===== src/hdl/ppp_pkg.sv =====
// ----------------------------------------------------------------------------
// ppp_pkg
// Shared types and constants of the particle probe pressure block.
// ----------------------------------------------------------------------------
package ppp_pkg;

  localparam int MAX_PARTICLES_DEF = 1024;

  localparam int CFG_AW = 2;
  localparam int CFG_DW = 31;

  localparam logic [CFG_AW-1:0] CFG_METHOD = 2'd0;
  localparam logic [CFG_AW-1:0] CFG_RADIUS = 2'd1;
  localparam logic [CFG_AW-1:0] CFG_MIN_NB = 2'd2;

  localparam logic [1:0]  METHOD_RST = 2'd2;
  localparam logic [30:0] RADIUS_RST = 31'd335544;
  localparam logic [10:0] MIN_NB_RST = 11'd3;

  localparam logic [1:0] METHOD_AVG  = 2'd0;
  localparam logic [1:0] METHOD_NEAR = 2'd1;

  localparam logic REQ_LOAD  = 1'b0;
  localparam logic REQ_PROBE = 1'b1;

  localparam logic [1:0] ST_OK     = 2'd0;
  localparam logic [1:0] ST_NONE   = 2'd1;
  localparam logic [1:0] ST_ANCHOR = 2'd2;

  typedef enum logic {UM_DIV, UM_SQRT} umode_t;

  typedef struct packed {
    logic   start;
    umode_t mode;
  } ureq_t;

  typedef struct packed {
    logic busy;
    logic done;
  } uresp_t;

  typedef enum logic [1:0] {MQ_W, MQ_X, MQ_Y} mq_ret_t;

  typedef enum logic [4:0] {
    S_IDLE, S_RSQ, S_RSQ_W, S_RD, S_DIFF, S_SQX, S_SQY, S_DSUM, S_EVAL,
    S_W_SQRT, S_W_DIV, S_MQ_MUL, S_MQ_ACC, S_MQ_END, S_W_ACC,
    S_DOT_X, S_DOT_Y, S_DOT_SUM, S_FRAC, S_C, S_TERM,
    S_PASS_END, S_AVG_DIV, S_OUT
  } state_t;

endpackage


===== src/hdl/ppp_unit.sv =====
// ----------------------------------------------------------------------------
// ppp_unit
// Shared iterative unit: Q.32 restoring divide (64 steps) and integer
// square root (32 steps).
// ----------------------------------------------------------------------------
module ppp_unit (
  input  logic             clk,
  input  logic             rst_n,
  input  ppp_pkg::ureq_t   req,
  input  logic [63:0]      opa,
  input  logic [63:0]      opb,
  input  logic [63:0]      opd,
  output ppp_pkg::uresp_t  resp,
  output logic [63:0]      result
);
  import ppp_pkg::*;

  logic        busy_r, done_r;
  umode_t      mode_r;
  logic [5:0]  cnt_r;
  logic [63:0] rem_r, lo_r, d_r, q_r;

  logic [64:0] rem65, div_sub;
  logic        div_ge;
  logic [63:0] sq_t;
  logic        sq_ge;

  always_comb begin
    rem65   = {rem_r, lo_r[63]};
    div_ge  = rem65 >= {1'b0, d_r};
    div_sub = rem65 - {1'b0, d_r};
    sq_t    = q_r + lo_r;
    sq_ge   = rem_r >= sq_t;
  end

  always_ff @(posedge clk) begin
    if (!rst_n) begin
      busy_r <= 1'b0;
      done_r <= 1'b0;
    end else begin
      done_r <= 1'b0;
      if (!busy_r && req.start) begin
        if (req.mode == UM_DIV && opa >= opd) begin
          done_r <= 1'b1;
        end else begin
          busy_r <= 1'b1;
        end
      end else if (busy_r && cnt_r == 6'd0) begin
        busy_r <= 1'b0;
        done_r <= 1'b1;
      end
    end
  end

  always_ff @(posedge clk) begin
    if (!busy_r && req.start) begin
      mode_r <= req.mode;
      d_r    <= opd;
      rem_r  <= opa;
      unique case (req.mode)
        UM_DIV: begin
          lo_r  <= opb;
          q_r   <= '1;
          cnt_r <= 6'd63;
        end
        UM_SQRT: begin
          lo_r  <= 64'h4000_0000_0000_0000;
          q_r   <= '0;
          cnt_r <= 6'd31;
        end
      endcase
    end else if (busy_r) begin
      cnt_r <= cnt_r - 6'd1;
      unique case (mode_r)
        UM_DIV: begin
          lo_r  <= lo_r << 1;
          rem_r <= div_ge ? div_sub[63:0] : rem65[63:0];
          q_r   <= {q_r[62:0], div_ge};
        end
        UM_SQRT: begin
          if (sq_ge) begin
            rem_r <= rem_r - sq_t;
            q_r   <= (q_r >> 1) + lo_r;
          end else begin
            q_r <= q_r >> 1;
          end
          lo_r <= lo_r >> 2;
        end
      endcase
    end
  end

  assign resp.busy = busy_r;
  assign resp.done = done_r;
  assign result    = q_r;

  a_done_idle: assert property (@(posedge clk) disable iff (!rst_n) done_r |-> !busy_r)
    else $error("unit done while busy");
  a_sqrt_narrow: assert property (@(posedge clk) disable iff (!rst_n)
    done_r && mode_r == UM_SQRT |-> q_r[63:32] == 32'd0)
    else $error("root wider than 32 bits");
  a_start: assert property (@(posedge clk) disable iff (!rst_n)
    !busy_r && req.start |=> busy_r || done_r)
    else $error("start not taken");
  a_finish: assert property (@(posedge clk) disable iff (!rst_n)
    busy_r && cnt_r == 6'd0 |=> done_r && !busy_r)
    else $error("unit did not finish");

endmodule


===== config.mk =====
export PLATFORM = sky130hd
export DESIGN_NAME = ppp_unit
export DESIGN_NICKNAME = d
export VERILOG_FILES = /design/src/hdl/ppp_pkg.sv /design/src/hdl/ppp_unit.sv
export SDC_FILE = /design/constraint.sdc
export NUM_CORES = 1
export LEC_CHECK = 0
export BUFFER_PORTS_ARGS = -buffer_cell sky130_fd_sc_hd__clkbuf_2
export CAP_MARGIN = 10
export CORE_ASPECT_RATIO = 1.1
export CORE_MARGIN = 1.5
export CORE_UTILIZATION = 63
export DETAILED_ROUTE_END_ITERATION = 16
export GPL_TIMING_DRIVEN = 0
export PLACE_DENSITY = 0.82
export SLEW_MARGIN = 30
export SYNTH_ARGS = -nofsm -noshare
export SYNTH_HDL_FRONTEND = slang
export SYNTH_SLANG_ARGS = --single-unit

===== constraint.sdc =====
create_clock -name clk -period 11.3 [get_ports clk]
set_clock_uncertainty 0.15 [all_clocks]
set_input_delay 0.565 -clock clk [delete_from_list [all_inputs] [get_ports clk]]
set_output_delay 0.565 -clock clk [all_outputs]
set_load 0.03 [all_outputs]

==> flow_metrics.py <==
metrics = {
    "status": {
        "outcome": "completed",
    },
    "cts": {
        "postCtsSetupBuffers": 0,
        "clockBufferDepth": 3,
        "clk_pin_slew_worst_paths_ps": 60,
        "cts_sinks": 265,
        "cts_made_buffers": 34,
        "clockRootBuffer": "clkbuf_16",
        "cts_resized": 0,
        "clock_latency_ps": 570,
        "cts_tree": "done",
        "hold_buffers": 0,
        "htree_levels": 2,
    },
    "logic_synthesis": {
        "ys_warn_count": 0,
        "syn_area_per_cell_um2": 8.22,
        "synth_top_area_share_pct": 26.0,
        "synthesis.area_um2": 30300,
        "synthArstFlopShare_pct": 0,
        "synth_flop_cell": "edfxtp_1",
        "syn_inst": 3691,
        "syn-num-nets": 4210,
        "yosysSeqAreaShare_pct": 26.2,
        "yosysUniqueCellTypes": 94,
        "synth_edf_count": 263,
        "yosysTopAreaCell": "edfxtp_1",
        "yosys_register_bits": 265,
        "synth_area_leaders": "edfxtp_1 (26%), ha_1 (13%), a21oi_1 (6.3%), o21ai_0 (4.7%), a21o_1 (4.6%)",
    },
    "global_routing": {
        "grt_pass1_wl_um": 163000,
        "grt_max_degree": 69,
        "grt_pass1_vias": 28300,
        "use_met3_pct": 6.98,
        "grt_overflow_total": 0,
        "grtUsageMet1_pct": 59.0,
        "grt.total_usage_pct": 43.1,
        "top_usage_layer": "met2",
        "antenna_found_initial": 1,
        "use_met2_pct": 67.0,
    },
    "floorplan": {
        "die_height_um": 233,
        "die_w_um": 212,
        "die_area_um2": 49500,
        "rows": 84,
        "core_area_um2": 47700,
        "initial_core_util_pct": 63.6,
        "pin_count": 262,
    },
    "worst_setup_path": {
        "reg2reg_depth": 29,
        "max_stage_delay_ps": 510,
        "critPathBufInv": 7,
        "crit-reg2reg-launch": "result[13]$_DFFE_PP_",
        "endpoint_kind": "register",
        "start_kind": "register",
        "worstSetupPathType": "register to register",
        "cp.required_ps": 11410,
        "r2r_setup_slack_ps": 3130,
        "cp_slowest_cell": "edfxtp_1",
        "critical_path_arrival_ps": 8270,
        "crit_family": "compound AO/OA/AOI/OAI gates",
        "r2r-end": "rem_r[3]$_DFFE_PP_",
        "crit_fanout": 19,
    },
    "sta": {
        "finalSetupViolCount": 0,
        "slew_headroom_pct": 27.7,
        "rsz0062_at_grt": "false",
        "hold_violations": 0,
        "period_share_pct": 72.3,
        "final.setup.tns_ps": 0,
        "final.min_clock_period_ps": 8170,
        "tightestPinTransition_ps": 1080,
        "fmax_mhz": 122,
        "fin_hold_ws_ps": 39.3,
        "drv_slew": 0,
    },
    "final_layout": {
        "fin_nets": 4515,
        "syn2layout_area_growth_pct": 11.1,
        "drive_gt1_share_pct": 10.9,
        "fill_cells": 4058,
        "finalInstanceArea_um2": 33700,
        "final_core_util_pct": 70.6,
    },
    "hold_path": {
        "min-delay-start": "opd[8]",
        "hold-path-endpoint": "d_r[8]$_DFFE_PP_",
        "hold_depth": 1,
        "hold_class": "input port to register",
    },
    "routing": {
        "drc": 0,
        "wl_um": 109000,
        "wl_per_cell_um": 23.3,
        "via_per_inst": 6.61,
        "via_count": 30800,
        "drt_iter0_markers": 3573,
        "dr.pass1.iters": 6,
        "antenna_left": 0,
    },
    "placement": {
        "numPortBuffers": 261,
        "dpl-instance-area_um2": 32600,
        "hpwl_um": 86000,
        "globalplace.congestion": 1.03,
    },
    "run": {
        "cap_violations": 0,
    },
}
placed cells by master (no fill, tap or decap), types with 42 or more instances in the layout:
cell type	count
a211oi_1	46
a21o_1	184
a21oi_1	380
a31oi_1	45
clkbuf_1	143
clkbuf_2	269
edfxtp_1	263
ha_1	319
inv_1	221
mux2i_1	93
nand2_1	298
nand2b_1	42
nand3_1	53
nand3b_1	70
nand4_1	84
nor2_1	262
nor3_1	68
o21ai_0	286
o21bai_1	61
xnor2_1	126
xor2_1	99
cell usage after synthesis, types with 30 or more instances:
| cell type | n |
|---|---|
| a21oi_1 | 380 |
| ha_1 | 319 |
| nand2_1 | 298 |
| o21ai_0 | 286 |
| edfxtp_1 | 263 |
| nor2_1 | 262 |
| inv_1 | 222 |
| a21o_1 | 184 |
| clkbuf_1 | 141 |
| xnor2_1 | 126 |
| xor2_1 | 99 |
| mux2i_1 | 93 |
| nand4_1 | 84 |
| nand3b_1 | 70 |
| nor3_1 | 68 |
| o21bai_1 | 61 |
| nand3_1 | 53 |
| a211oi_1 | 46 |
| a31oi_1 | 46 |
| nand2b_1 | 42 |
| buf_2 | 39 |
| nor2b_1 | 36 |
| o211ai_1 | 32 |
| o31ai_1 | 30 |
through the flow:
step           cells  worst slack [ps]
2_1_floorplan   3691              2340
6_report        4665              3130
3_3_place_gp    4597              -708
5_1_grt         4664              2640
3_5_place_dp    4604              3350
4_1_cts         4663              3320
worst max path at each step:
stage	startpoint	to	slack, ps	depth (start not counted)
3_5_place_dp	result[13]$_DFFE_PP_	rem_r[2]$_DFFE_PP_	3350	29
5_1_grt	result[13]$_DFFE_PP_	rem_r[3]$_DFFE_PP_	2640	29
2_1_floorplan	result[0]$_DFFE_PP_	rem_r[0]$_DFFE_PP_	2340	26
3_3_place_gp	result[13]$_DFFE_PP_	rem_r[0]$_DFFE_PP_	-710	26
4_1_cts	result[13]$_DFFE_PP_	rem_r[3]$_DFFE_PP_	3320	29
6_report	result[13]$_DFFE_PP_	rem_r[3]$_DFFE_PP_	3130	29
cells by family (layout without fill, tap and decap cells):
family / count (synthesis) / in the layout / share of synthesized area (%)
flip-flops: 265 / 265 / 26.2
AND/OR/NAND/NOR: 1027 / 1027 / 16.6
AO/OA/AOI/OAI: 1325 / 1325 / 28.4
multiplexers: 99 / 99 / 3.29
XOR/XNOR: 225 / 225 / 6.50
buffers and inverters: 427 / 755 / 5.61
adder cells (fa/ha/maj): 323 / 323 / 13.4
other: 0 / 1 / 0
per-layer routing:
layer  vias up  share of wire (%)
li1      14400                  -
met1     14200                 40
met2      1901                 43
met3       298                 12
met4         2                5.1
met5         -              0.012
worst reg2reg max path: cells and delay by family, from the launching register on:
kind / cells / cell delay (ps)
compound gates: 10 / 2860
buf+inv: 7 / 1810
fa+ha+maj: 2 / 640
xor+xnor: 1 / 200
simple gates: 9 / 1670
flops: 1 / 510
area by class of cell:
class                   instances  area, um^2  area share, %
multi-input cells            2999       20700           61.5
clock inverters                16         156          0.464
diodes                          1        2.50        0.00743
inverters                     223         845           2.51
clock buffers                  43         906           2.69
flip-flops and latches        265        7940           23.6
well taps                     645         807           2.40
plain buffers                 204         876           2.60
repair buffers                269        1460           4.33
flip-flops by register name, indices dropped and copies added (netlist names):
| signal | count |
|---|---|
| rem_r | 64 |
| cnt_r | 6 |
| done_r | 1 |
| mode_r | 1 |
| lo_r | 64 |
| result | 64 |
| busy_r | 1 |
| d_r | 64 |
Power is not shown: default switching activity piles up to over one toggle a cycle in this logic, so the estimate is an artifact.
